File: src/bsfd_pkg.sv
// Shared types, codes and per-byte decode functions of the byte-stuffed deframer.
// Used by bsfd_parser, bsfd_queue and byte_stuffed_frame_deframer; no dependencies.
package bsfd_pkg;

    // Parser phase codes
    localparam logic [2:0] PH_HEAD   = 3'd0;
    localparam logic [2:0] PH_LENGTH = 3'd1;
    localparam logic [2:0] PH_CMD    = 3'd2;
    localparam logic [2:0] PH_ADDR   = 3'd3;
    localparam logic [2:0] PH_DATA   = 3'd4;
    localparam logic [2:0] PH_TERM   = 3'd5;

    // Request operation codes
    localparam logic OP_BYTE = 1'b0;
    localparam logic OP_TICK = 1'b1;

    // Result kinds
    localparam logic [1:0] KIND_PAYLOAD = 2'd0;
    localparam logic [1:0] KIND_DONE    = 2'd1;
    localparam logic [1:0] KIND_DROP    = 2'd2;

    // Link byte values
    localparam logic [7:0] BYTE_ESC    = 8'hFE;
    localparam logic [7:0] BYTE_ESC_FF = 8'hFD;
    localparam logic [7:0] BYTE_ESC_FE = 8'hFC;
    localparam logic [7:0] BYTE_TERM   = 8'hFF;

    localparam logic [7:0]  HDR_BYTES       = 8'd4;   // two command + two address bytes
    localparam logic [15:0] GAP_TIMEOUT_RST = 16'd50;

    // Result queue
    localparam int QDEPTH = 4;
    localparam int QPTR_W = $clog2(QDEPTH);
    localparam int QCNT_W = $clog2(QDEPTH + 1);

    typedef struct packed {
        logic [2:0]  phase;
        logic        escape_pending;
        logic [7:0]  frame_length;
        logic [7:0]  field_counter;
        logic [15:0] address_accum;
        logic [15:0] idle_ticks;
    } parse_state_t;

    typedef struct packed {
        logic [1:0]  kind;
        logic [7:0]  payload_byte;
        logic [7:0]  byte_index;
        logic [15:0] source_address;
        logic [7:0]  payload_length;
        logic        last;
    } result_t;

    typedef struct packed {
        parse_state_t st;
        logic         emit;
        result_t      res;
    } feed_out_t;

    // Up to two results written into the queue in one cycle
    typedef struct packed {
        logic    v0;
        logic    v1;
        result_t r0;
        result_t r1;
    } push_t;

    function automatic parse_state_t go_head(input parse_state_t st);
        parse_state_t s;
        s = st;
        s.phase          = PH_HEAD;
        s.escape_pending = 1'b0;
        s.field_counter  = 8'd0;
        return s;
    endfunction

    // One decoded byte in the current phase
    function automatic feed_out_t feed(input parse_state_t st, input logic [7:0] b);
        feed_out_t  fo;
        logic [7:0] cnt_inc;
        logic [8:0] cnt_sum;
        fo.st   = st;
        fo.emit = 1'b0;
        fo.res  = '0;
        cnt_inc = st.field_counter + 8'd1;
        cnt_sum = {1'b0, cnt_inc} + {1'b0, HDR_BYTES};
        unique case (st.phase)
            PH_LENGTH:
            begin
                fo.st.frame_length = b;
                if (b < HDR_BYTES)
                begin
                    fo.st         = go_head(fo.st);
                    fo.emit       = 1'b1;
                    fo.res.kind   = KIND_DROP;
                end
                else
                begin
                    fo.st.field_counter = 8'd0;
                    fo.st.phase         = PH_CMD;
                end
            end
            PH_CMD:
            begin
                if (st.field_counter != 8'd0)
                begin
                    fo.st.field_counter = 8'd0;
                    fo.st.address_accum = 16'd0;
                    fo.st.phase         = PH_ADDR;
                end
                else
                begin
                    fo.st.field_counter = cnt_inc;
                end
            end
            PH_ADDR:
            begin
                if (st.field_counter == 8'd0)
                begin
                    fo.st.address_accum = {b, 8'd0};
                    fo.st.field_counter = 8'd1;
                end
                else
                begin
                    fo.st.address_accum = {st.address_accum[15:8], b};
                    fo.st.field_counter = 8'd0;
                    fo.st.phase = (st.frame_length == HDR_BYTES) ? PH_TERM : PH_DATA;
                end
            end
            PH_DATA:
            begin
                fo.emit             = 1'b1;
                fo.res.kind         = KIND_PAYLOAD;
                fo.res.payload_byte = b;
                fo.res.byte_index   = st.field_counter;
                fo.st.field_counter = cnt_inc;
                if (cnt_sum >= {1'b0, st.frame_length})
                begin
                    fo.st.field_counter = 8'd0;
                    fo.st.phase         = PH_TERM;
                end
            end
            PH_TERM:
            begin
                if (b == BYTE_TERM)
                begin
                    fo.st                 = go_head(st);
                    fo.emit               = 1'b1;
                    fo.res.kind           = KIND_DONE;
                    fo.res.source_address = st.address_accum;
                    fo.res.payload_length = st.frame_length - HDR_BYTES;
                end
            end
            default:
            begin
                // header search; unused codes behave the same
                fo.st.phase = PH_HEAD;
                if (b == BYTE_ESC)
                begin
                    fo.st.phase         = PH_LENGTH;
                    fo.st.field_counter = 8'd0;
                end
            end
        endcase
        return fo;
    endfunction

    // Raw link byte with no escape pending
    function automatic feed_out_t handle_raw(input parse_state_t st, input logic [7:0] b);
        feed_out_t fo;
        logic      stuffing;
        stuffing = (st.phase == PH_LENGTH) || (st.phase == PH_CMD) ||
                   (st.phase == PH_ADDR) || (st.phase == PH_DATA);
        if (stuffing && (b == BYTE_ESC))
        begin
            fo                   = '0;
            fo.st                = st;
            fo.st.escape_pending = 1'b1;
        end
        else
        begin
            fo = feed(st, b);
        end
        return fo;
    endfunction

endpackage

File: src/bsfd_parser.sv
// Front part of the deframer: takes requests, unstuffs and parses, holds the gap timeout.
// Depends on bsfd_pkg; pushes up to two results per request into bsfd_queue.
module bsfd_parser
(
    input  logic            clk,
    input  logic            rst_n,
    input  logic            cfg_write_en,
    input  logic [15:0]     cfg_write_data,
    input  logic            item_valid,
    output logic            item_stall,
    input  logic            operation,
    input  logic [7:0]      rx_byte,
    input  logic            room,
    output bsfd_pkg::push_t push
);

    bsfd_pkg::parse_state_t state_reg, state_next;
    logic [15:0]            gap_timeout_reg;
    bsfd_pkg::feed_out_t    fa, fb;
    bsfd_pkg::parse_state_t s_in;
    logic                   accept;
    logic                   partial;

    assign accept     = item_valid && room;
    assign item_stall = !room;
    assign partial    = (state_reg.phase != bsfd_pkg::PH_HEAD) || state_reg.escape_pending;

    always_comb
    begin
        s_in = state_reg;
        fa   = '0;
        fb   = '0;
        fa.st = state_reg;
        fb.st = state_reg;
        if (operation == bsfd_pkg::OP_TICK)
        begin
            if (partial)
            begin
                if (state_reg.idle_ticks >= gap_timeout_reg)
                begin
                    fa.st            = bsfd_pkg::go_head(state_reg);
                    fa.st.idle_ticks = 16'd0;
                    fa.emit          = 1'b1;
                    fa.res.kind      = bsfd_pkg::KIND_DROP;
                end
                else
                begin
                    fa.st.idle_ticks = state_reg.idle_ticks + 16'd1;
                end
            end
            else
            begin
                fa.st.idle_ticks = 16'd0;
            end
            fb.st = fa.st;
        end
        else
        begin
            s_in.idle_ticks = 16'd0;
            if (state_reg.escape_pending)
            begin
                s_in.escape_pending = 1'b0;
                if (rx_byte == bsfd_pkg::BYTE_ESC_FF)
                begin
                    fa    = bsfd_pkg::feed(s_in, bsfd_pkg::BYTE_TERM);
                    fb.st = fa.st;
                end
                else if (rx_byte == bsfd_pkg::BYTE_ESC_FE)
                begin
                    fa    = bsfd_pkg::feed(s_in, bsfd_pkg::BYTE_ESC);
                    fb.st = fa.st;
                end
                else
                begin
                    // literal 0xFE, then the byte itself in the new phase
                    fa = bsfd_pkg::feed(s_in, bsfd_pkg::BYTE_ESC);
                    fb = bsfd_pkg::handle_raw(fa.st, rx_byte);
                end
            end
            else
            begin
                fa    = bsfd_pkg::handle_raw(s_in, rx_byte);
                fb.st = fa.st;
            end
        end
        state_next = fb.st;
    end

    always_comb
    begin
        push         = '0;
        push.v0      = accept && (fa.emit || fb.emit);
        push.v1      = accept && fa.emit && fb.emit;
        push.r0      = fa.emit ? fa.res : fb.res;
        push.r0.last = !(fa.emit && fb.emit);
        push.r1      = fb.res;
        push.r1.last = 1'b1;
    end

    always_ff @(posedge clk or negedge rst_n)
    begin
        if (!rst_n)
        begin
            state_reg       <= '{phase:          bsfd_pkg::PH_HEAD,
                                 escape_pending: 1'b0,
                                 frame_length:   8'd0,
                                 field_counter:  8'd0,
                                 address_accum:  16'd0,
                                 idle_ticks:     16'd0};
            gap_timeout_reg <= bsfd_pkg::GAP_TIMEOUT_RST;
        end
        else
        begin
            if (accept)
            begin
                state_reg <= state_next;
            end
            if (cfg_write_en)
            begin
                gap_timeout_reg <= cfg_write_data;
            end
        end
    end

endmodule

File: src/bsfd_queue.sv
// Back part of the deframer: result queue taking two writes a cycle, one result out.
// Depends on bsfd_pkg; fed by bsfd_parser.
module bsfd_queue
(
    input  logic              clk,
    input  logic              rst_n,
    input  bsfd_pkg::push_t   push,
    output logic              room,
    output logic              result_valid,
    input  logic              result_stall,
    output bsfd_pkg::result_t result
);

    bsfd_pkg::result_t             mem_reg [bsfd_pkg::QDEPTH];
    logic [bsfd_pkg::QPTR_W-1:0]   wr_ptr_reg, wr_ptr_next;
    logic [bsfd_pkg::QPTR_W-1:0]   rd_ptr_reg, rd_ptr_next;
    logic [bsfd_pkg::QCNT_W-1:0]   count_reg, count_next;
    logic [bsfd_pkg::QPTR_W-1:0]   wr_ptr_p1;
    logic [bsfd_pkg::QCNT_W-1:0]   n_push;
    logic                          pop;

    assign result_valid = (count_reg != '0);
    assign result       = mem_reg[rd_ptr_reg];
    assign pop          = result_valid && !result_stall;
    // room for the worst case of two results from one request
    assign room         = (count_reg <= bsfd_pkg::QCNT_W'(bsfd_pkg::QDEPTH - 2));

    assign wr_ptr_p1    = wr_ptr_reg + 1'b1;
    assign n_push       = bsfd_pkg::QCNT_W'(push.v0) + bsfd_pkg::QCNT_W'(push.v1);
    assign wr_ptr_next  = wr_ptr_reg + n_push[bsfd_pkg::QPTR_W-1:0];
    assign rd_ptr_next  = rd_ptr_reg + bsfd_pkg::QPTR_W'(pop);
    assign count_next   = count_reg + n_push - bsfd_pkg::QCNT_W'(pop);

    always_ff @(posedge clk)
    begin
        if (push.v0)
        begin
            mem_reg[wr_ptr_reg] <= push.r0;
        end
        if (push.v1)
        begin
            mem_reg[wr_ptr_p1] <= push.r1;
        end
    end

    always_ff @(posedge clk or negedge rst_n)
    begin
        if (!rst_n)
        begin
            wr_ptr_reg <= '0;
            rd_ptr_reg <= '0;
            count_reg  <= '0;
        end
        else
        begin
            wr_ptr_reg <= wr_ptr_next;
            rd_ptr_reg <= rd_ptr_next;
            count_reg  <= count_next;
        end
    end

    a_count_bound: assert property (@(posedge clk) disable iff (!rst_n)
        count_reg <= bsfd_pkg::QCNT_W'(bsfd_pkg::QDEPTH))
        else $error("result queue overfilled");

    a_push_order: assert property (@(posedge clk) disable iff (!rst_n)
        push.v1 |-> push.v0)
        else $error("second result pushed without first");

    a_push_room: assert property (@(posedge clk) disable iff (!rst_n)
        push.v0 |-> room)
        else $error("result pushed without room");

    a_count_track: assert property (@(posedge clk) disable iff (!rst_n)
        1'b1 |=> count_reg == $past(count_reg) + $past(n_push)
                              - bsfd_pkg::QCNT_W'($past(pop)))
        else $error("queue count out of step");

endmodule

File: src/byte_stuffed_frame_deframer.sv
// Top level of the byte-stuffed frame deframer: parser front end and result queue.
// Depends on bsfd_pkg, bsfd_parser and bsfd_queue.
//
//  channel   handshake                    payload
//  -------   --------------------------   -----------------------------------------------
//  request   item_valid / item_stall      operation, rx_byte
//  result    result_valid / result_stall  kind, payload_byte, byte_index, source_address,
//                                         payload_length, last
//  config    cfg_write_en                 cfg_write_data (gap timeout ticks)
//
// One request is taken per cycle while the queue has room; the parser decodes it in the
// cycle it is taken and writes its zero, one or two results into a four-entry queue that
// is read out in order. The queue must have room for two results to take a request, so a
// stalled output backs up into item_stall once three or four results are pending.
// Reset (rst_n low, asynchronous) returns the parser to header search, empties the
// queue and sets the gap timeout to 50 ticks.
module byte_stuffed_frame_deframer
(
    input  logic        clk,
    input  logic        rst_n,
    // configuration
    input  logic        cfg_write_en,
    input  logic [15:0] cfg_write_data,
    // requests
    input  logic        item_valid,
    output logic        item_stall,
    input  logic        operation,
    input  logic [7:0]  rx_byte,
    // results
    output logic        result_valid,
    input  logic        result_stall,
    output logic [1:0]  kind,
    output logic [7:0]  payload_byte,
    output logic [7:0]  byte_index,
    output logic [15:0] source_address,
    output logic [7:0]  payload_length,
    output logic        last
);

    bsfd_pkg::push_t   push;
    bsfd_pkg::result_t result;
    logic              room;

    // Front end: unstuffing, frame parsing and the quiet-gap timer
    bsfd_parser u_parser
    (
        .clk            (clk),
        .rst_n          (rst_n),
        .cfg_write_en   (cfg_write_en),
        .cfg_write_data (cfg_write_data),
        .item_valid     (item_valid),
        .item_stall     (item_stall),
        .operation      (operation),
        .rx_byte        (rx_byte),
        .room           (room),
        .push           (push)
    );

    // Back end: queued results drained one per cycle toward the consumer while result_stall is low
    bsfd_queue u_queue
    (
        .clk          (clk),
        .rst_n        (rst_n),
        .push         (push),
        .room         (room),
        .result_valid (result_valid),
        .result_stall (result_stall),
        .result       (result)
    );

    assign kind           = result.kind;
    assign payload_byte   = result.payload_byte;
    assign byte_index     = result.byte_index;
    assign source_address = result.source_address;
    assign payload_length = result.payload_length;
    assign last           = result.last;

endmodule
File: config.mk
export PLATFORM = sky130hd
export DESIGN_NAME = byte_stuffed_frame_deframer
export DESIGN_NICKNAME = d
export VERILOG_FILES = /design/src/bsfd_pkg.sv /design/src/bsfd_parser.sv /design/src/bsfd_queue.sv /design/src/byte_stuffed_frame_deframer.sv
export SDC_FILE = /design/constraint.sdc
export NUM_CORES = 1
export LEC_CHECK = 0
export ABC_AREA = 1
export BUFFER_PORTS_ARGS = -buffer_cell sky130_fd_sc_hd__buf_4
export CORE_ASPECT_RATIO = 1.75
export CORE_MARGIN = 2
export CORE_UTILIZATION = 47
export CTS_CLUSTER_SIZE = 10
export DETAILED_ROUTE_END_ITERATION = 16
export PLACE_DENSITY = 0.72
export RECOVER_POWER = 100
export SYNTH_ARGS = -nofsm -noshare
export SYNTH_HDL_FRONTEND = slang
export SYNTH_SLANG_ARGS = --single-unit
export TNS_END_PERCENT = 5
File: constraint.sdc
create_clock -name clk -period 5.2 [get_ports clk]
set_input_delay 0.78 -clock clk [delete_from_list [all_inputs] [get_ports clk]]
set_output_delay 0.78 -clock clk [all_outputs]
set_load 0.05 [all_outputs]
==> results of run 1 <==
[synth_stat cells, types with 5 or more instances]
master / number / area share (%)
nand2_1: 303 / 7.2
o22ai_1: 226 / 8.9
inv_1: 205 / 4.9
nor2_1: 201 / 4.8
o21ai_0: 182 / 5.7
edfxtp_1: 168 / 32
nand3_1: 76 / 2.4
a21oi_1: 75 / 2.4
dfrtp_1: 72 / 11
clkbuf_1: 57 / 1.3
ha_1: 49 / 3.9
o21ai_1: 27 / 0.85
inv_2: 25 / 0.59
nand4_1: 25 / 0.99
a22oi_1: 22 / 1.0
buf_2: 21 / 0.66
xor2_1: 20 / 1.1
a31oi_1: 15 / 0.59
nor3_1: 15 / 0.47
buf_6: 14 / 0.99
nand2_2: 13 / 0.51
nand2_4: 9 / 0.64
o211ai_1: 9 / 0.43
clkinv_1: 8 / 0.19
nor2_4: 8 / 0.57
buf_4: 6 / 0.28
nor4_1: 5 / 0.20
xnor2_1: 5 / 0.28
[power breakdown]
group	switching, uW	internal (uW)
registers	164	2270
clock network	805	1010
logic	3070	1070
total	4030	4350
[repair_timing]
item,4_1_cts,5_1_grt
gates cloned,0,0
endpoints found under the setup margin,9,9
pin swaps,0,36
hold endpoints to repair,0,0
resized for setup,4,52
setup buffers,0,16
[logic make-up after synthesis]
family,count (synthesis)
xor gates and xnor gates,25
muxes,1
buffers and inverters,339
adders and majority gates,50
AOI/OAI and AO/OA,591
and+or+nand+nor,676
DFF,247
[metal layers]
metal  vias to the layer above  share of wire [%]  routed length, um  track usage (%)
li1                       7017                  -                  -                -
met1                      7308                 35              19100             33.2
met2                       831                 51              28100             55.2
met3                       266                6.3               3490             3.49
met4                         0                8.1               4490             23.2
met5                         -                  0                  0                0
[how the worst max path moves through the flow]
stage	slack, ns	depth (start not counted)	to
after global routing	-0.08	38	u_parser.s_in[34]
after floorplan	0.01	39	u_parser.s_in[49]
after global placement	-0.06	42	u_parser.s_in[33]
after detailed placement	-0.12	42	u_parser.s_in[35]
after CTS	0.00005	42	u_parser.s_in[35]
final	0.24	5	source_address[15]
[worst max-delay path, cell delays in order, from the launching register on]
cell	delay [ns]
dfrtp_1	0.72
inv_1	1.37
clkbuf_2	0.75
o21ai_0	0.20
o22ai_1	0.25
buf_4	0.26
[through the flow]
stage / utilization, % / TNS, ns
2_1_floorplan: - / 0
3_3_place_gp: 51.2 / -0.307
3_5_place_dp: 51.2 / -0.773
4_1_cts: 53.6 / 0
5_1_grt: 54.2 / -0.249
6_report: 54.2 / 0
[final cells by class]
type                       count  area [um^2]  share of cell area (%)
sequential                   247         7010                    38.6
tap                          455          569                    3.13
clock inverter                 1         30.0                   0.165
timing repair buffer         164         1220                    6.72
inverter                     239          900                    4.95
clock buffer                  51          787                    4.33
multi-input combinational   1343         7660                    42.1
==> summary.md, run 1 <==
| Metric | Value |
|---|---|
| Clk root buf | clkbuf_16 |
| RSZ-0062 raised after global routing | yes |
| Inst Count DP | approximately 2400 |
| Failing checks | max-capacitance violations, max-slew violations |
| Grt total ovfl | 0 |
| Synth warn | 0 |
| Htree depth | 1 |
| First-pass GRT wire length | 83900 um |
| Max Cap Viol | 2 |
| Placer Congestion | about 1.0 |
| Worst hold path endpoint | u_parser.gap_timeout_reg[12] |
| FILL cells | about 3200 |
| Max reg flops | roughly 170 |
| Post-Layout Cell Count | 2500 |
| Reg-to-Reg End | u_parser.s_in[33] |
| Most frequent cells in the layout | nand2_1 (290), o22ai_1 (226), inv_1 (197), nor2_1 (197), o21ai_0 (181) |
| # port buffers | 74 |
| Clock buffer depth | 3 |
| Simple-gate share of the synthesized area | between 10% and 20% |
| R2R Path Start | u_parser.s_in[33] |
| Area growth syn-to-layout | 14.6% |
| Layout net count | around 2100 |
| Worst Path Required | approximately 4.4 ns |
| Layout cells sized above 1 | about 14% |
| Max FO, Critical Path | 50 |
| Placed cell area | between 15000 and 20000 um^2 |
| DP Worst Slack | -0.118 ns |
| Worst-Margin Slew | approximately 3.3 ns |
| Min Tclk post-route | between 4 and 5 ns |
| Leakage | between 0.007 and 0.008 uW |
| Via-per-instance ratio | ~6 |
| Initial antenna violation count | 0 |
| EDFF count, synth | about 170 |
| Hold depth | 3 |
| DR vias | between 15000 and 20000 |
| Commonest non-fill, non-tap cell in the layout | nand2_1 |
| I/O Pins | 75 |
| Antenna Cells | 0 |
| Worst reg-to-reg path cell count | 36 |
| Max-slew headroom | -118% |
| Hold path start | cfg_write_data[12] |
| Mapped Cells | between 1500 and 2000 |
| Die span in x | around 140 um |
| Library cells used by synthesis | 64 |
| Ys async rst share | between 30% and 40% |
| Most frequently used flop master after synthesis | edfxtp_1 |
| Synthesized area per cell | 8.22 um^2 |
| 1st-iter DRT viols | 1503 |
| Final setup viols | 0 |
| Final WL | 55200 um |
| F_max | 202 MHz |
| Clock transition at path regs | ~0.060 ns |
| Synth Area in Compound Gates | ~22% |
| Min Hold Slack | 0.398 ns |
| CORE AREA | 33500 um^2 |
| CP arrival | about 4.2 ns |
| Setup WS post-layout | 0.238 ns |
| Largest net degree at the start of global routing | 65 |
| Sequential area share after synthesis | between 40% and 50% |
| # DRC | 0 |
| Mux contribution to synthesized area | 0.0710% |
| CP Launch Point | u_queue.rd_ptr_reg[0] |
| Tcrit/Tclk final | 95.4% |
| Total power | between 8000 and 9000 uW |
| Hold buffers post-CTS | 0 |
| Design area | approximately 18000 um^2 |
| Final max-slew violation count | roughly 100 |
| Antenna-violating nets left | 0 |
| Vias in the first global route | between 15000 and 20000 |
| Cell Pwr Density | around 460 nW/um^2 |
| TritonCTS clock tree | done |
| Hold Crit Class | in2reg |
| Setup crit end kind | output pin |
| Post-Syn Nets | roughly 2000 |
| CTS sink cnt | approximately 250 |
| Synthesized cell area | around 16000 um^2 |
| Max VDD drop | ~0.00027 V |
| CP Class | reg2out |
| FP Rows | 89 |
| Main combinational cell family by area after synthesis | compound AO/OA/AOI/OAI gates |
| DRT Pass-1 Iters | 6 |
| Critical path launch point type | flip-flop |
| Initial Util | 47.3% |
| Area of the die | around 35000 um^2 |
| Synth Area in XOR/XNOR | ~1.4% |
| Setup Skew | between 0.05 and 0.06 ns |
| Die span in y | around 250 um |
| Post-synthesis adder-cell area fraction | approximately 4% |
| Status | finished with violations |
| DPL Wire Length | between 30000 and 40000 um |
| Synth Register Bits | ~250 |
| R2R Setup Slk | between 0.3 and 0.4 ns |
| Total global-route track usage | between 30% and 40% |
| Final hold vios | 0 |
| Clk_lat worst skew | roughly 0.59 ns |
| CTS buffer count | 28 |
| Wirelength per Cell | about 22 um |
Note: power is estimated with default switching activity, not from simulation.
==> run 2, diff against run 1 <==
--- a/config.mk
+++ b/config.mk
@@ -9,10 +9,10 @@
 export BUFFER_PORTS_ARGS = -buffer_cell sky130_fd_sc_hd__buf_4
 export CORE_ASPECT_RATIO = 1.75
 export CORE_MARGIN = 2
-export CORE_UTILIZATION = 47
+export CORE_UTILIZATION = 30
 export CTS_CLUSTER_SIZE = 10
 export DETAILED_ROUTE_END_ITERATION = 16
-export PLACE_DENSITY = 0.72
+export PLACE_DENSITY = 0.52
 export RECOVER_POWER = 100
 export SYNTH_ARGS = -nofsm -noshare
 export SYNTH_HDL_FRONTEND = slang
==> constraint.sdc (replaced) <==
create_clock -name clk -period 4.4 [get_ports clk]
set_input_delay 0.66 -clock clk [delete_from_list [all_inputs] [get_ports clk]]
set_output_delay 0.66 -clock clk [all_outputs]
set_load 0.05 [all_outputs]
==> run 2 against run 1 <==
Compared with the run above:
- the run ends with max-capacitance violations, max-slew violations, negative setup slack left
- non-clock buffer count is 119 higher
- hold slack worse by 0.11 ns
- critical path depth is 31 higher
- highest routed layer is now met5
==> summary.md, run 2 (synthesis results as in run 1) <==
| Metric | Value |
|---|---|
| Status | finished with violations |
| Failing checks | max-capacitance violations, max-slew violations, negative setup slack |
| Vias in the first global route | 15200 (-1.3%) |
| F_max | between 200 and 250 MHz |
| Initial antenna violation count | 1 (+1) |
| TritonCTS clock tree | done |
| Leakage | 0.00777 uW (+7.9%) |
| DR vias | 15300 (-0.87%) |
| CP Launch Point | u_parser.s_in[33] |
| FP Rows | 111 (+25%) |
| Max reg flops | 172 (unchanged) |
| CP Class | reg2reg |
| Max FO, Critical Path | 5 (-90%) |
| Clock transition at path regs | 0.06 ns (about the same) |
| Min Tclk post-route | a little under 5 ns |
| 1st-iter DRT viols | 1157 (-23%) |
| Area growth syn-to-layout | 22.8% |
| FILL cells | 5343 (+69%) |
| Antenna-violating nets left | 0 (unchanged) |
| FF+latch area | 7010 um^2 (about the same) |
| Max stage delay cell, worst path | dfrtp_2 |
| Clk root buf | clkbuf_16 |
| Placer Congestion | 1.01 (-0.82%) |
| Post-Layout Cell Count | 2844 (+14%) |
| Final max-slew violation count | 58 (-44%) |
| Setup Skew | 0.0184 ns (-0.0328 ns) |
| Multi-input logic area | 7720 um^2 (+0.78%) |
| Htree depth | 1 (unchanged) |
| Post-Route Setup TNS | -5.78 ns (-5.78 ns) |
| Clk_lat worst skew | 0.58 ns (about the same) |
| Total global-route track usage | 21.3% (-9.6 points) |
| First-pass GRT wire length | 89300 um (+6.3%) |
| Final setup viols | 82 (+82) |
| Max VDD drop | 0.000315 V (+16%) |
| CTS buffer count | 29 (+3.6%) |
| I/O Pins | 75 (unchanged) |
| Commonest non-fill, non-tap cell in the layout | nand2_1 |
| Largest stage delay on the critical path | 0.44 ns (-0.93 ns) |
| # port buffers | 74 (unchanged) |
| Final hold vios | 0 (unchanged) |
| Die span in x | 178 um (+24%) |
| Via-per-instance ratio | 5.38 (-13%) |
| Worst Path Required | 4.90 ns (+0.48 ns) |
| Antenna Cells | 0 (unchanged) |
| DRT Pass-1 Iters | 6 (unchanged) |
| Tcrit/Tclk final | 110% |
| Setup crit end kind | flip-flop |
| Largest net degree at the start of global routing | 88 (+35%) |
| Worst-Margin Slew | 3.40 ns (+0.128 ns) |
| Layout cells sized above 1 | 19.0% (+4.5 points) |
| Area of the die | 54800 um^2 (+55%) |
| DPL Wire Length | 43100 um (+11%) |
| R2R Path Start | u_parser.s_in[33] |
| Wirelength per Cell | 20.8 um (-5.7%) |
| Max Cap Viol | 1 (-1) |
| CTS sink cnt | 247 (unchanged) |
| Hold Crit Class | in2reg |
| Setup WS post-layout | -0.418 ns (-0.656 ns) |
| CP dominant cell by count | nand2_1 |
| Max-slew headroom | -127% (-8.6 points) |
| CORE AREA | 52400 um^2 (+56%) |
| Initial Util | 30.3% (-17 points) |
| Inst Count DP | 2777 (+14%) |
| Die span in y | 308 um (+25%) |
| RSZ-0062 raised after global routing | yes |
| Clock buffer depth | 3 (unchanged) |
| # DRC | 0 (unchanged) |
| Hold path start | cfg_write_data[2] |
| Critical path launch point type | flip-flop |
| CP arrival | 5.32 ns (+1.14 ns) |
| Cell Pwr Density | 532 nW/um^2 (+15%) |
| Final WL | 59200 um (+7.3%) |
| Grt total ovfl | 0 (unchanged) |
| Layout net count | 2223 (+5.7%) |
| Hold buffers post-CTS | 0 (unchanged) |
| Most frequent cells in the layout | nand2_1 (285), o22ai_1 (226), buf_4 (217) |
==> run 2: changes by cell type in the layout (fill, tap and decap cells not counted), moves of 5 or more <==
cell / previous run / this run
clkbuf_1: 49 / 67
buf_12: 9 / 14
nand2_1: 290 / 285
clkbuf_2: 16 / 2
buf_4: 109 / 217
==> run 2: per-layer routing <==
metal / vias up / GRT usage (%) / wire length (um)
met5: - / 0 / 10
met4: 2 / 12.7 / 3640
met3: 195 / 2.29 / 2910
met2: 567 / 39.4 / 31000
met1: 7279 / 23.1 / 21700
li1: 7245 / - / -
==> run 2: repair_timing <==
action	CTS	global route
pin swaps	33	22
setup buffers	10	2
gates resized for setup	30	28
gates cloned	1	0
setup endpoints to repair	17	39
==> run 2: worst max-delay path: cells and delay by family, from the launching register on <==
kind	cells	cell delay, ns
flip-flops	1	0.44
AO/OA/AOI/OAI	4	0.56
adder cells (fa/ha/maj)	5	1.09
buffers and inverters	4	0.30
AND/OR/NAND/NOR	20	1.90
XOR/XNOR	3	0.49
==> run 2: metrics by stage <==
stage | total power [uW] | hold WS, ns | util (%) | setup WS [ns] | area, um^2
finish | 10400 | 0.288 | 37.2 | -0.418 | 19500
global route | 10900 | 0.298 | 37.2 | -0.696 | 19500
CTS | 10600 | 0.184 | 37.3 | -0.391 | 19600
detailed placement | 8270 | 0.459 | 35.3 | -0.576 | 18500
global placement | 8230 | 0.450 | 35.3 | -0.554 | 18500
floorplan | 6400 | 0.364 | - | -0.328 | 15900
==> run 2: layout make-up <==
class | count | share of cell area, %
timing repair buffer | 283 | 11.0
clock buffer | 50 | 4.13
inverter | 239 | 4.64
clock inverter | 4 | 0.263
multi-input combinational | 1343 | 39.7
tap | 678 | 4.36
sequential | 247 | 36.0
==> run 2: path summary, 6_finish.rpt <==
path | slack [ns] | end | cells past startpoint
setup / recovery | -0.42 | u_parser.s_in[33] | 36
hold / removal | 0.29 | u_parser.gap_timeout_reg[2] | 3
setup reg to reg | -0.42 | u_parser.s_in[33] | 36
hold reg to reg | 0.47 | u_queue.mem_reg[3][0] | 1
max in group asynchronous | 1.03 | u_parser.s_in[33] | 2
min in group asynchronous | 1.22 | u_parser.gap_timeout_reg[3] | 1
==> run 2: where the power goes <==
group | internal, uW | switching, uW
registers | 2690 | 160
logic | 1460 | 3780
clock network | 1290 | 979
total | 5440 | 4920
==> run 3, diff against run 2 <==
--- a/config.mk
+++ b/config.mk
@@ -12,7 +12,8 @@
 export CORE_UTILIZATION = 30
 export CTS_CLUSTER_SIZE = 10
 export DETAILED_ROUTE_END_ITERATION = 16
-export PLACE_DENSITY = 0.52
+export HOLD_SLACK_MARGIN = 0.05
+export PLACE_DENSITY = 0.54
 export RECOVER_POWER = 100
 export SYNTH_ARGS = -nofsm -noshare
 export SYNTH_HDL_FRONTEND = slang
==> run 3 against run 2 <==
Compared with the run above:
- largest power group unchanged
- hold slack worse by 0.0088 ns
- combinational power about the same
- worst setup slack better by 0.0043 ns
- clock power grew 3%
- cell area increased by 0.75%
- the run still ends with max-capacitance violations, max-slew violations, negative setup slack left
==> summary.md, run 3 (synthesis results as in run 1) <==
| Metric | Value |
|---|---|
| Antenna-violating nets left | 0 (unchanged) |
| DRT Pass-1 Iters | 6 (unchanged) |
| Total power | 10400 uW (+0.48%) |
| # DRC | 0 (unchanged) |
| Final max-slew violation count | 144 (+150%) |
| F_max | 208 MHz (about the same) |
| Cell Pwr Density | 531 nW/um^2 (-0.27%) |
| Clock transition at path regs | 0.06 ns (about the same) |
| Max-slew headroom | -131% (-4.6 points) |
| Reported net switching power | 4940 uW (+0.31%) |
| Initial antenna violation count | 1 (unchanged) |
| Layout net count | 2234 (+0.49%) |
| Sw frac | 47.4% (-0.081 points) |
| First-pass GRT wire length | 91700 um (+2.7%) |
| Final hold vios | 0 (unchanged) |
| Placed cell area | 18600 um^2 (+0.42%) |
| Grt total ovfl | 0 (unchanged) |
| Wirelength per Cell | 21.3 um (+2.2%) |
| Critical path launch point type | flip-flop |
| Worst-Margin Slew | 3.47 ns (+0.0694 ns) |
| Failing checks | max-capacitance violations, max-slew violations, negative setup slack |
| I/O Pins | 75 (unchanged) |
| CP Class | reg2reg |
| Min Tclk post-route | 4.81 ns (-0.00426 ns) |
| Leakage | 0.00794 uW (+2.2%) |
| DPL Wire Length | 43500 um (+0.82%) |
| Clk root buf | clkbuf_16 |
| Sequential share of power | 27.3% (-0.2 points) |
| Hold Crit Class | in2reg |
| Final core occ | 37.5% (+0.28 points) |
| Max stage delay cell, worst path | dfrtp_2 |
| Vias in the first global route | 16000 (+5.2%) |
| Clock share of power | 22.4% (+0.5 points) |
| Clock buffer depth | 3 (unchanged) |
| Largest stage delay on the critical path | 0.44 ns (about the same) |
| RSZ-0062 raised after global routing | yes |
| Largest net degree at the start of global routing | 87 (-1.1%) |
| DR vias | 15500 (+1.5%) |
| Commonest non-fill, non-tap cell in the layout | nand2_1 |
| Inst Count DP | 2789 (+0.43%) |
| CTS buffer count | 29 (unchanged) |
| Max FO, Critical Path | 5 (unchanged) |
| Comb power frac | 50.2% (-0.4 points) |
| Htree depth | 1 (unchanged) |
| Initial Util | 30.3% (unchanged) |
| Area of the die | 54800 um^2 (unchanged) |
| Area growth syn-to-layout | 23.7% |
| CORE AREA | 52400 um^2 (unchanged) |
| Die span in y | 308 um (unchanged) |
| Design area | 19600 um^2 (+0.75%) |
| TritonCTS clock tree | done |
| Max Cap Viol | 2 (+1) |
| Via-per-instance ratio | 5.44 (+1.1%) |
| Placer Congestion | 1.02 (+0.95%) |
| Layout cells sized above 1 | 20.7% (+1.7 points) |
| Total global-route track usage | 21.9% (+0.58 points) |
| Max reg flops | 172 (unchanged) |
| Post-Layout Cell Count | 2855 (+0.39%) |
| CP arrival | 5.28 ns (-0.04 ns) |
| FP Rows | 111 (unchanged) |
| Most frequent cells in the layout | nand2_1 (289), buf_4 (231), o22ai_1 (226) |
| 1st-iter DRT viols | 1022 (-12%) |
| Antenna Cells | 0 (unchanged) |
| Max VDD drop | 0.000357 V (+13%) |
| Status | finished with violations |
| Clk_lat worst skew | 0.60 ns (+0.02 ns) |
| Setup WS post-layout | -0.414 ns (+0.00426 ns) |
| Tcrit/Tclk final | 109% (about the same) |
| # port buffers | 74 (unchanged) |
| Final WL | 60800 um (+2.6%) |
| Setup crit end kind | flip-flop |
| Pint | 5470 uW (+0.63%) |
| Worst Path Required | 4.87 ns (-0.03 ns) |
| Final setup viols | 337 (+310%) |
| Die span in x | 178 um (unchanged) |
| CTS sink cnt | 247 (unchanged) |
| Setup Skew | 0.0301 ns (+0.0118 ns) |
[run 3: area by class of cell]
cell class | instances | area (um^2)
multi-input combinational | 1343 | 7730
tap | 678 | 848
clock buffer | 50 | 825
inverter | 239 | 903
fill | 5334 | 32700
sequential | 247 | 7010
timing repair buffer | 294 | 2240
clock inverter | 4 | 58.8
[run 3: path summary, 6_finish.rpt]
kind                                       start                     endpoint  slack, ns  cells after the start
setup / recovery               u_parser.s_in[33]         u_queue.count_reg[2]      -0.41                     33
hold / removal                 cfg_write_data[2]  u_parser.gap_timeout_reg[2]       0.28                      3
setup reg to reg               u_parser.s_in[33]         u_queue.count_reg[2]      -0.41                     33
hold reg to reg            u_queue.mem_reg[1][0]        u_queue.mem_reg[1][0]       0.46                      1
max in group asynchronous                  rst_n            u_parser.s_in[33]       0.90                      1
min in group asynchronous                  rst_n  u_parser.gap_timeout_reg[3]       1.24                      1
[run 3: stage by stage]
stage / hold WS (ns) / worst slack [ns] / TNS (ns)
final: 0.280 / -0.414 / -59.81
after floorplan: 0.364 / -0.328 / -18.26
after global routing: 0.278 / -0.721 / -150.57
after detailed placement: 0.449 / -0.476 / -4.34
after CTS: 0.168 / -0.328 / -2.90
after global placement: 0.449 / -0.497 / -4.40
[run 3: worst max-delay path: cells and delay by family, from the launching register on]
kind	cells	cell delay [ns]
AOI/OAI and AO/OA	1	0.34
and+or+nand+nor	17	1.44
xor gates and xnor gates	3	0.44
buffers and inverters	6	0.45
DFF	1	0.44
adders and majority gates	6	1.56
[run 3: metal layers]
layer / vias up / GRT usage [%] / share of wire [%]
met5: - / 0 / 0.018
met4: 2 / 16.7 / 8.0
met3: 229 / 2.96 / 5.6
met2: 636 / 39.4 / 51
met1: 7391 / 22.7 / 35
li1: 7262 / - / -
[run 3: power groups by stage]
stage	sequential [uW]	clock, uW	combinational [uW]
after floorplan	2840	0	3560
after global placement	2880	0	5340
after detailed placement	2880	0	5370
after CTS	2840	2370	5400
after global routing	2870	2460	5670
final	2840	2340	5230
[run 3: what timing repair did]
action,in CTS,in global routing
pin swaps,23,24
resized for setup,21,30
gates cloned,1,0
setup endpoints to repair,11,201
setup buffers,5,6
hold buffers,0,0
